File: config.mk
export PLATFORM = sky130hd
export DESIGN_NAME = gregorian_date_day_arithmetic_core
export DESIGN_NICKNAME = d
export VERILOG_FILES = /design/src/hw/rtl/gdda_pkg.sv /design/src/hw/rtl/gdda_div.sv /design/src/hw/rtl/gdda_dp.sv /design/src/hw/rtl/gdda_ctrl.sv /design/src/hw/rtl/gregorian_date_day_arithmetic_core.sv
export SDC_FILE = /design/constraint.sdc
export NUM_CORES = 2
export LEC_CHECK = 0
export ABC_AREA = 1
export BUFFER_PORTS_ARGS = -buffer_cell sky130_fd_sc_hd__clkbuf_2
export CORE_MARGIN = 4
export CORE_UTILIZATION = 30
export DETAILED_ROUTE_END_ITERATION = 16
export GPL_TIMING_DRIVEN = 0
export PLACE_DENSITY_LB_ADDON = 0.2
export SYNTH_ARGS = -nofsm -noshare
export SYNTH_HDL_FRONTEND = slang
export SYNTH_SLANG_ARGS = --single-unit
export TNS_END_PERCENT = 20
File: constraint.sdc
create_clock -name clk -period 12.1 [get_ports clk]
set_input_delay 1.21 -clock clk [delete_from_list [all_inputs] [get_ports clk]]
set_output_delay 1.21 -clock clk [all_outputs]
set_load 0.01 [all_outputs]
File: src/hw/rtl/gdda_pkg.sv
// ----------------------------------------------------------------------------
// Gregorian date day arithmetic package
// Shared types, selector codes and constants for the date core.
// ----------------------------------------------------------------------------
package gdda_pkg;

	localparam int DIV_W = 28;
	localparam int DVS_W = 21;
	localparam int RCP_W = 25;

	// floor(2^DIV_W / divisor) for each constant divisor
	localparam logic [RCP_W-1:0] RCP_100     = RCP_W'((64'd1 << DIV_W) / 64'd100);
	localparam logic [RCP_W-1:0] RCP_146097  = RCP_W'((64'd1 << DIV_W) / 64'd146097);
	localparam logic [RCP_W-1:0] RCP_1461001 = RCP_W'((64'd1 << DIV_W) / 64'd1461001);
	localparam logic [RCP_W-1:0] RCP_2447    = RCP_W'((64'd1 << DIV_W) / 64'd2447);
	localparam logic [RCP_W-1:0] RCP_80      = RCP_W'((64'd1 << DIV_W) / 64'd80);
	localparam logic [RCP_W-1:0] RCP_11      = RCP_W'((64'd1 << DIV_W) / 64'd11);

	localparam logic [1:0] FUNC_SET  = 2'd0;
	localparam logic [1:0] FUNC_ADD  = 2'd1;
	localparam logic [1:0] FUNC_DIFF = 2'd2;

	localparam logic [3:0]  DEF_MONTH = 4'd5;
	localparam logic [4:0]  DEF_DAY   = 5'd11;
	localparam logic [13:0] DEF_YEAR  = 14'd1959;
	localparam logic [22:0] DEF_JD    = 23'd2436700;
	localparam logic [22:0] JD_MIN    = 23'd1721060;
	localparam logic [22:0] JD_MAX    = 23'd5373484;
	localparam logic [13:0] YEAR_MAX  = 14'd9999;

	typedef enum logic [5:0] {
		STEP_FWD = 6'b000001,
		STEP_N   = 6'b000010,
		STEP_I   = 6'b000100,
		STEP_J   = 6'b001000,
		STEP_K   = 6'b010000,
		STEP_L   = 6'b100000
	} step_t;

	typedef struct packed {
		logic  load;
		logic  route;
		logic  div_start;
		logic  capture;
		logic  commit;
		step_t step;
	} dp_cmd_t;

	typedef struct packed {
		logic [1:0] func;
		logic       oor;
		logic       div_done;
	} dp_sts_t;

	// floor(367 * M / 12) with M the month shifted so that March is first
	function automatic logic [8:0] month_term(input logic [3:0] m);
		logic [8:0] r;
		unique case (m)
			4'd0:    r = 9'd305;
			4'd1:    r = 9'd336;
			4'd2:    r = 9'd367;
			4'd3:    r = 9'd30;
			4'd4:    r = 9'd61;
			4'd5:    r = 9'd91;
			4'd6:    r = 9'd122;
			4'd7:    r = 9'd152;
			4'd8:    r = 9'd183;
			4'd9:    r = 9'd214;
			4'd10:   r = 9'd244;
			4'd11:   r = 9'd275;
			4'd12:   r = 9'd305;
			4'd13:   r = 9'd336;
			4'd14:   r = 9'd367;
			default: r = 9'd397;
		endcase
		return r;
	endfunction

endpackage

File: src/hw/rtl/gdda_div.sv
// ----------------------------------------------------------------------------
// Constant divider
// Reciprocal multiply with one correction step; operands, product, estimate and
// corrected quotient are registered in turn, and done pulses with the quotient.
// ----------------------------------------------------------------------------
module gdda_div (
	input  logic                        clk,
	input  logic                        arst_n,
	input  logic                        start,
	input  logic [gdda_pkg::DIV_W-1:0]  dividend,
	input  logic [gdda_pkg::DVS_W-1:0]  divisor,
	input  logic [gdda_pkg::RCP_W-1:0]  recip,
	output logic                        done,
	output logic [gdda_pkg::DIV_W-1:0]  quotient
);
	import gdda_pkg::*;

	localparam int PRD_W = DIV_W + RCP_W;
	localparam int QD_W  = RCP_W + DVS_W;

	logic [DIV_W-1:0] dvd_q;
	logic [DVS_W-1:0] dvs_q;
	logic [RCP_W-1:0] rcp_q;
	logic [PRD_W-1:0] prod_s1;
	logic [RCP_W-1:0] qe_s2;
	logic [QD_W-1:0]  qd_s2;
	logic [DIV_W-1:0] quo_q;
	logic [2:0]       stg_q;
	logic             done_q;
	logic [RCP_W-1:0] qe;
	logic [DIV_W-1:0] rem;
	logic             bump;

	// estimate is the true quotient or one below it
	assign qe   = prod_s1[PRD_W-1:DIV_W];
	assign rem  = dvd_q - qd_s2[DIV_W-1:0];
	assign bump = (rem >= DIV_W'(dvs_q));

	always_ff @(posedge clk or negedge arst_n) begin
		if (!arst_n) begin
			stg_q  <= '0;
			done_q <= 1'b0;
		end else begin
			stg_q  <= {stg_q[1:0], start};
			done_q <= stg_q[2];
		end
	end

	always_ff @(posedge clk) begin
		if (start) begin
			dvd_q <= dividend;
			dvs_q <= divisor;
			rcp_q <= recip;
		end
		if (stg_q[0]) begin
			prod_s1 <= PRD_W'(dvd_q) * PRD_W'(rcp_q);
		end
		if (stg_q[1]) begin
			qe_s2 <= qe;
			qd_s2 <= QD_W'(qe) * QD_W'(dvs_q);
		end
		if (stg_q[2]) begin
			quo_q <= DIV_W'(qe_s2) + DIV_W'(bump);
		end
	end

	assign done     = done_q;
	assign quotient = quo_q;

endmodule

File: src/hw/rtl/gdda_dp.sv
// ----------------------------------------------------------------------------
// Date datapath
// Day number conversion in both directions, stored date and result registers.
// ----------------------------------------------------------------------------
module gdda_dp (
	input  logic               clk,
	input  logic               arst_n,
	input  gdda_pkg::dp_cmd_t  cmd,
	output gdda_pkg::dp_sts_t  sts,
	input  logic [1:0]         func,
	input  logic [3:0]         in_month,
	input  logic [4:0]         in_day,
	input  logic [13:0]        in_year,
	input  logic signed [22:0] day_shift,
	output logic [3:0]         out_month,
	output logic [4:0]         out_day,
	output logic [13:0]        out_year,
	output logic [22:0]        julian_day,
	output logic signed [22:0] day_difference,
	output logic               replaced_default,
	output logic               out_of_range
);
	import gdda_pkg::*;

	logic [1:0]         func_q;
	logic [3:0]         gm_q;
	logic [4:0]         gd_q;
	logic [13:0]        gy_q;
	logic signed [22:0] shift_q;

	logic [3:0]  st_month_q;
	logic [4:0]  st_day_q;
	logic [13:0] st_year_q;
	logic [22:0] st_jd_q;

	logic [23:0] base_q;
	logic [22:0] jdg_q;
	logic [7:0]  n_q;
	logic [15:0] l1_q;
	logic [6:0]  i_q;
	logic [11:0] l2_q;
	logic [4:0]  j_q;
	logic [11:0] k_q;
	logic        l3_q;

	logic              early;
	logic [14:0]       y4800;
	logic [14:0]       y4900;
	logic [25:0]       t1_full;
	logic [23:0]       base_nxt;
	logic [9:0]        q3;
	logic [23:0]       jdg_nxt;
	logic signed [24:0] sum;
	logic              oor;
	logic [22:0]       rsrc;
	logic [23:0]       l0;
	logic [25:0]       n_prod;
	logic [23:0]       l1_nxt;
	logic [17:0]       i_prod;
	logic [15:0]       l2_nxt;
	logic [11:0]       k_nxt;
	logic [4:0]        mo;
	logic [17:0]       yr;
	logic              valid;
	logic signed [24:0] d_full;
	logic [22:0]       diff_sat;

	logic [DIV_W-1:0] dvd;
	logic [DVS_W-1:0] dvs;
	logic [RCP_W-1:0] rcp;
	logic [DIV_W-1:0] quo;
	logic             div_done;

	logic [3:0]  nx_month;
	logic [4:0]  nx_day;
	logic [13:0] nx_year;
	logic [22:0] nx_jd;
	logic [22:0] nx_diff;
	logic        nx_repl;
	logic        nx_oor;

	// given date to day number
	assign early    = (gm_q <= 4'd2);
	assign y4800    = {1'b0, gy_q} + 15'd4800 - {14'b0, early};
	assign y4900    = {1'b0, gy_q} + 15'd4900 - {14'b0, early};
	assign t1_full  = 26'(y4800) * 26'd1461;
	assign base_nxt = 24'(t1_full >> 2) + 24'(month_term(gm_q)) + 24'(gd_q) - 24'd32075;
	assign q3       = 10'(quo[7:0]) * 10'd3;
	assign jdg_nxt  = base_q - 24'(q3 >> 2);

	assign sum = $signed({2'b00, st_jd_q}) + $signed({{2{shift_q[22]}}, shift_q});
	assign oor = (sum < $signed({2'b00, JD_MIN})) || (sum > $signed({2'b00, JD_MAX}));

	// day number to date
	assign rsrc   = (func_q == FUNC_ADD) ? sum[22:0] : jdg_q;
	assign l0     = {1'b0, rsrc} + 24'd68569;
	assign n_prod = 26'(quo[7:0]) * 26'd146097 + 26'd3;
	assign l1_nxt = l0 - 24'(n_prod >> 2);
	assign i_prod = 18'(quo[6:0]) * 18'd1461;
	assign l2_nxt = l1_q - 16'(i_prod >> 2) + 16'd31;
	assign k_nxt  = l2_q - quo[11:0];

	assign mo = j_q + 5'd2 - (l3_q ? 5'd12 : 5'd0);
	assign yr = 18'(n_q) * 18'd100 - 18'd4900 + 18'(i_q) + 18'(l3_q);

	assign valid = (yr == 18'(gy_q)) && (mo == {1'b0, gm_q}) &&
		(k_q == 12'(gd_q)) && (gy_q <= YEAR_MAX);

	assign d_full = $signed({2'b00, jdg_q}) - $signed({2'b00, st_jd_q});

	always_comb begin
		if (d_full > $signed(25'sd4194303)) begin
			diff_sat = 23'h3FFFFF;
		end else if (d_full < $signed(-25'sd4194304)) begin
			diff_sat = 23'h400000;
		end else begin
			diff_sat = d_full[22:0];
		end
	end

	always_comb begin
		dvd = '0;
		dvs = '0;
		rcp = '0;
		unique case (cmd.step)
			STEP_FWD: begin
				dvd = DIV_W'(y4900);
				dvs = DVS_W'(100);
				rcp = RCP_100;
			end
			STEP_N: begin
				dvd = DIV_W'({l0, 2'b00});
				dvs = DVS_W'(146097);
				rcp = RCP_146097;
			end
			STEP_I: begin
				dvd = DIV_W'({1'b0, l1_q} + 17'd1) * DIV_W'(4000);
				dvs = DVS_W'(1461001);
				rcp = RCP_1461001;
			end
			STEP_J: begin
				dvd = DIV_W'(l2_q) * DIV_W'(80);
				dvs = DVS_W'(2447);
				rcp = RCP_2447;
			end
			STEP_K: begin
				dvd = DIV_W'(j_q) * DIV_W'(2447);
				dvs = DVS_W'(80);
				rcp = RCP_80;
			end
			STEP_L: begin
				dvd = DIV_W'(j_q);
				dvs = DVS_W'(11);
				rcp = RCP_11;
			end
			default: begin
				dvd = '0;
				dvs = DVS_W'(1);
				rcp = '0;
			end
		endcase
	end

	gdda_div u_div (
		.clk      (clk),
		.arst_n   (arst_n),
		.start    (cmd.div_start),
		.dividend (dvd),
		.divisor  (dvs),
		.recip    (rcp),
		.done     (div_done),
		.quotient (quo)
	);

	always_comb begin
		nx_month = st_month_q;
		nx_day   = st_day_q;
		nx_year  = st_year_q;
		nx_jd    = st_jd_q;
		nx_diff  = '0;
		nx_repl  = 1'b0;
		nx_oor   = 1'b0;
		unique case (func_q)
			FUNC_SET: begin
				if (valid) begin
					nx_month = gm_q;
					nx_day   = gd_q;
					nx_year  = gy_q;
					nx_jd    = jdg_q;
				end else begin
					nx_month = DEF_MONTH;
					nx_day   = DEF_DAY;
					nx_year  = DEF_YEAR;
					nx_jd    = DEF_JD;
					nx_repl  = 1'b1;
				end
			end
			FUNC_ADD: begin
				if (oor) begin
					nx_oor = 1'b1;
				end else begin
					nx_month = mo[3:0];
					nx_day   = k_q[4:0];
					nx_year  = yr[13:0];
					nx_jd    = sum[22:0];
				end
			end
			FUNC_DIFF: begin
				nx_diff = diff_sat;
			end
			default: begin
			end
		endcase
	end

	always_ff @(posedge clk or negedge arst_n) begin
		if (!arst_n) begin
			st_month_q <= DEF_MONTH;
			st_day_q   <= DEF_DAY;
			st_year_q  <= DEF_YEAR;
			st_jd_q    <= DEF_JD;
		end else if (cmd.commit) begin
			st_month_q <= nx_month;
			st_day_q   <= nx_day;
			st_year_q  <= nx_year;
			st_jd_q    <= nx_jd;
		end
	end

	always_ff @(posedge clk) begin
		if (cmd.load) begin
			func_q  <= func;
			gm_q    <= in_month;
			gd_q    <= in_day;
			gy_q    <= in_year;
			shift_q <= day_shift;
		end
		if (cmd.route) begin
			base_q <= base_nxt;
		end
		if (cmd.capture) begin
			unique case (cmd.step)
				STEP_FWD: jdg_q <= jdg_nxt[22:0];
				STEP_N: begin
					n_q  <= quo[7:0];
					l1_q <= l1_nxt[15:0];
				end
				STEP_I: begin
					i_q  <= quo[6:0];
					l2_q <= l2_nxt[11:0];
				end
				STEP_J:  j_q  <= quo[4:0];
				STEP_K:  k_q  <= k_nxt;
				STEP_L:  l3_q <= quo[0];
				default: begin
				end
			endcase
		end
		if (cmd.commit) begin
			out_month        <= nx_month;
			out_day          <= nx_day;
			out_year         <= nx_year;
			julian_day       <= nx_jd;
			day_difference   <= $signed(nx_diff);
			replaced_default <= nx_repl;
			out_of_range     <= nx_oor;
		end
	end

	assign sts.func     = func_q;
	assign sts.oor      = oor;
	assign sts.div_done = div_done;

endmodule

File: src/hw/rtl/gdda_ctrl.sv
// ----------------------------------------------------------------------------
// Date controller
// Sequences the divider steps per selector and runs both handshakes.
// ----------------------------------------------------------------------------
module gdda_ctrl (
	input  logic              clk,
	input  logic              arst_n,
	input  logic              in_valid,
	output logic              in_stall,
	output logic              out_valid,
	input  logic              out_stall,
	output gdda_pkg::dp_cmd_t cmd,
	input  gdda_pkg::dp_sts_t sts
);
	import gdda_pkg::*;

	typedef enum logic [4:0] {
		S_IDLE   = 5'b00001,
		S_ROUTE  = 5'b00010,
		S_START  = 5'b00100,
		S_WAIT   = 5'b01000,
		S_COMMIT = 5'b10000
	} state_t;

	state_t state_q, state_d;
	step_t  step_q, step_d;
	logic   out_valid_q;

	always_comb begin
		state_d = state_q;
		step_d  = step_q;
		cmd     = '0;
		cmd.step = step_q;
		unique case (state_q)
			S_IDLE: begin
				if (in_valid) begin
					cmd.load = 1'b1;
					state_d  = S_ROUTE;
				end
			end
			S_ROUTE: begin
				cmd.route = 1'b1;
				priority if (sts.func == FUNC_SET || sts.func == FUNC_DIFF) begin
					step_d  = STEP_FWD;
					state_d = S_START;
				end else if (sts.func == FUNC_ADD && !sts.oor) begin
					step_d  = STEP_N;
					state_d = S_START;
				end else begin
					state_d = S_COMMIT;
				end
			end
			S_START: begin
				cmd.div_start = 1'b1;
				state_d       = S_WAIT;
			end
			S_WAIT: begin
				if (sts.div_done) begin
					cmd.capture = 1'b1;
					state_d     = S_START;
					unique case (step_q)
						STEP_FWD: begin
							if (sts.func == FUNC_SET) begin
								step_d = STEP_N;
							end else begin
								state_d = S_COMMIT;
							end
						end
						STEP_N:  step_d = STEP_I;
						STEP_I:  step_d = STEP_J;
						STEP_J:  step_d = STEP_K;
						STEP_K:  step_d = STEP_L;
						default: state_d = S_COMMIT;
					endcase
				end
			end
			S_COMMIT: begin
				if (!out_valid_q || !out_stall) begin
					cmd.commit = 1'b1;
					state_d    = S_IDLE;
				end
			end
			default: state_d = S_IDLE;
		endcase
	end

	always_ff @(posedge clk or negedge arst_n) begin
		if (!arst_n) begin
			state_q     <= S_IDLE;
			step_q      <= STEP_FWD;
			out_valid_q <= 1'b0;
		end else begin
			state_q <= state_d;
			step_q  <= step_d;
			if (cmd.commit) begin
				out_valid_q <= 1'b1;
			end else if (!out_stall) begin
				out_valid_q <= 1'b0;
			end
		end
	end

	assign in_stall  = (state_q != S_IDLE);
	assign out_valid = out_valid_q;

endmodule

File: src/hw/rtl/gregorian_date_day_arithmetic_core.sv
// Divisions in the shared divider: none for an add out of range or the unused
//   selector, one for difference, five for add, six for set.
// Throughput: one transaction at a time; the next is taken once the current one
//   has reached the output register.
// Reset: arst_n clears control and restores the stored date 5/11/1959.
// ----------------------------------------------------------------------------
// Gregorian date day arithmetic core
// Keeps one date; sets it, shifts it by days, or reports day differences.
// ----------------------------------------------------------------------------
module gregorian_date_day_arithmetic_core (
	input  logic               clk,
	input  logic               arst_n,
	input  logic               in_valid,
	output logic               in_stall,
	input  logic [1:0]         func,
	input  logic [3:0]         in_month,
	input  logic [4:0]         in_day,
	input  logic [13:0]        in_year,
	input  logic signed [22:0] day_shift,
	output logic               out_valid,
	input  logic               out_stall,
	output logic [3:0]         out_month,
	output logic [4:0]         out_day,
	output logic [13:0]        out_year,
	output logic [22:0]        julian_day,
	output logic signed [22:0] day_difference,
	output logic               replaced_default,
	output logic               out_of_range
);
	import gdda_pkg::*;

	dp_cmd_t cmd;
	dp_sts_t sts;

	gdda_ctrl u_ctrl (
		.clk       (clk),
		.arst_n    (arst_n),
		.in_valid  (in_valid),
		.in_stall  (in_stall),
		.out_valid (out_valid),
		.out_stall (out_stall),
		.cmd       (cmd),
		.sts       (sts)
	);

	gdda_dp u_dp (
		.clk              (clk),
		.arst_n           (arst_n),
		.cmd              (cmd),
		.sts              (sts),
		.func             (func),
		.in_month         (in_month),
		.in_day           (in_day),
		.in_year          (in_year),
		.day_shift        (day_shift),
		.out_month        (out_month),
		.out_day          (out_day),
		.out_year         (out_year),
		.julian_day       (julian_day),
		.day_difference   (day_difference),
		.replaced_default (replaced_default),
		.out_of_range     (out_of_range)
	);

endmodule

==> results.json <==
{
  "status": "complete, no violations",
  "synth_area_leaders": "fa_1 28%, edfxtp_1 15%, ha_1 15%, inv_1 12%, nand2_1 11%",
  "multiInputGateArea_um2": 48610,
  "post-route-min-period_ns": 9.834,
  "cts_buffers": 54,
  "synth_cell_types": 67,
  "seqCellArea_um2": 12580,
  "slew_headroom_pct": 8.628,
  "postRouteAntennaNets": 0,
  "critPathTopFamily": "adder cells",
  "synth_top_flop_cell": "edfxtp_1",
  "ctsResizeCount": 0,
  "synthToLayoutAreaGrowth_pct": 9.345,
  "synth_nets": 10486,
  "vias": 55905,
  "cts_setup_buffers": 0,
  "die_area_um2": 243400,
  "synth_area_per_cell_um2": 8.194,
  "hp-class": "primary input to async pin",
  "core_um2": 233400,
  "fillers": 24843,
  "slew_viol_final": 0,
  "pre_cts_ws_ns": 2.201,
  "endpoint_kind": "flip-flop",
  "critical_path_required_ns": 12.51,
  "yosys.area.top_type_share_pct": 27.96,
  "drv_cap": 0,
  "critPathMaxFanout": 5,
  "grt_setup_unrepaired": "false",
  "cts_hold_buf": 0,
  "async_flop_share_pct": 14.39,
  "crit_buf_inv": 10,
  "cts.sinks": 431,
  "max_freq_ghz": 0.1017,
  "drt_iter0_markers": 4077,
  "synth_top_cell_by_area": "fa_1",
  "crit_slowest_cell": "xor2_1",
  "synth_edf_count": 360,
  "clock_tree.root_cell": "clkbuf_16",
  "die_h_um": 493.4,
  "drive_above_1_share_pct": 4.379,
  "dieWidth_um": 493.4,
  "tightest_slew_ns": 1.371,
  "cp.arrival_ns": 10.25,
  "cts_tree": "built",
  "remaining_drc_errors": 0,
  "vias_per_cell": 4.661,
  "io-pin-count": 125,
  "clock_latency_ns": 0.67,
  "cts_htree_levels": 2,
  "fin_setup_tns_ns": 0,
  "syn_area_um2": 70680,
  "cts_buffer_depth": 3,
  "final_cell_mix": "2296 x inv_1, 2000 x nand2_1, 987 x fa_1",
  "slowest_delay_ns": 0.65,
  "critPathKind": "flip-flop to flip-flop",
  "fin_nets": 10678,
  "cp-start-kind": "flip-flop",
  "std_cell_rows": 177,
  "finalHoldViolations": 0,
  "grt_pass1_vias": 58730,
  "start_util_pct": 30.28,
  "grt_pass1_wl_mm": 371.5,
  "antenna_found_initial": 11,
  "fin_crit_sh_pct": 81.28,
  "drt-total-wl_mm": 246.2,
  "grt_max_degree": 52,
  "wl_per_cell_um": 20.53,
  "ys_seq_elements": 431,
  "syn_inst": 8626,
  "yosysWarningCount": 0,
  "overflow": 0,
  "rrSetupSlack_ns": 2.27,
  "gp_congestion": 0.9423,
  "final_common_cell": "inv_1",
  "first_pass_iters": 6,
  "setup_violations": 0,
  "finalWorstSetupSlack_ns": 2.266,
  "clk_pin_slew_ns": 0.06,
  "place.port_buffers": 124,
  "dp_hpwl_mm": 209.3,
  "skew_ns": 0.04220,
  "synth-seq-area-share_pct": 17.79,
  "grt_usage_pct": 20.31
}
-- per-stage QoR --
step           hold slack, ns  util, %  std cells  area (um^2)
3_5_place_dp           0.4579    32.33      11894        75460
5_1_grt                0.4319    33.11      11992        77280
4_1_cts                0.4156    33.11      11992        77280
6_report               0.4547    33.11      11995        77290
2_1_floorplan          0.4481        -       8626        70680
3_3_place_gp           0.4559    32.22      11882        75220
-- cells by family (layout without fill, tap and decap cells) --
group           Yosys count  after routing  synth area share, %
flops                   431            431                17.79
xor+xnor                322            322                4.011
buf+inv                2522           2756                13.49
compound gates          740            740                5.838
simple gates           2803           2803                16.38
other cells               0              3                    0
fa+ha+maj              1808           1808                42.49
-- path summary, 6_finish.rpt --
path / start / end / depth (start not counted)
max in group asynchronous: arst_n / u_ctrl.state_q[0]$_DFFE_PN1P_ / 2
worst min-delay path: arst_n / u_dp.st_year_q[13]$_DFFE_PN0P_ / 1
worst max-delay path: u_dp.gm_q[0]$_DFFE_PP_ / u_dp.base_q[22]$_DFFE_PP_ / 50
worst min register to register: u_dp.st_year_q[5]$_DFFE_PN1P_ / u_dp.st_year_q[5]$_DFFE_PN1P_ / 2
min in group clk: u_dp.st_year_q[5]$_DFFE_PN1P_ / u_dp.st_year_q[5]$_DFFE_PN1P_ / 2
worst max register to register: u_dp.gm_q[0]$_DFFE_PP_ / u_dp.base_q[22]$_DFFE_PP_ / 50
-- worst register-to-register path: cells and delay by family, from the launching register on --
kind / cells / cell delay (ns)
buf+inv: 10 / 0.96
compound gates: 8 / 1.39
xor+xnor: 2 / 0.83
fa+ha+maj: 11 / 4.09
flops: 1 / 0.48
simple gates: 19 / 1.82
-- layer usage --
layer	track usage (%)	share of wire, %
met1	26.84	43
met2	34.82	48
met3	2.487	5.4
met4	5.938	3.4
met5	0	0.0053
-- flip-flops by register name, indices dropped and copies added, names as in the netlist, 16 cells and up, named ones only --
register,flops
u_dp.base_q,23
u_dp.day_difference,23
u_dp.jdg_q,23
u_dp.julian_day,23
u_dp.l1_q,16
u_dp.shift_q,23
u_dp.st_jd_q,23
u_dp.u_div.dvd_q,28
u_dp.u_div.prod_s1,25
u_dp.u_div.qd_s2,28
u_dp.u_div.rcp_q,16
-- cell usage after synthesis (5+ instances only) --
master     count
a211oi_1       8
o21bai_1      19
a21o_1        22
nor2_2        12
edfxtp_1     360
o22ai_1        9
dfrtp_1       36
fa_1         987
a31oi_1       42
nor3_1        49
o221ai_1       7
o31ai_1        7
inv_2         10
or2_2         20
nor2_1       330
dfstp_2       26
xor2_1       207
dfxtp_1        9
nand2_1     2000
a21oi_1      355
o21a_1        15
o211ai_1      16
nand4_1       81
inv_1       2297
clkbuf_1     168
buf_2         10
xnor2_1      114
o21ai_0      194
ha_1         821
nand2_2       21
a21boi_0       5
nand3_1      215
nand3b_1      23
o2111ai_1      6
nor4_1         7
buf_6          6
o21ai_1       16
buf_1         26
nand3_2       25
-- area by class of cell --
class / count / area share (%)
clock buffer: 62 / 1.800
inverter: 2309 / 11.22
multi-input combinational: 5673 / 62.89
clock inverter: 36 / 0.5440
tap: 3132 / 5.071
sequential: 431 / 16.27
antenna: 3 / 0.009714
buffer: 213 / 1.133
timing repair buffer: 136 / 1.062
Power is not shown: default switching activity piles up to over one toggle a cycle in this logic, so the estimate is an artifact.
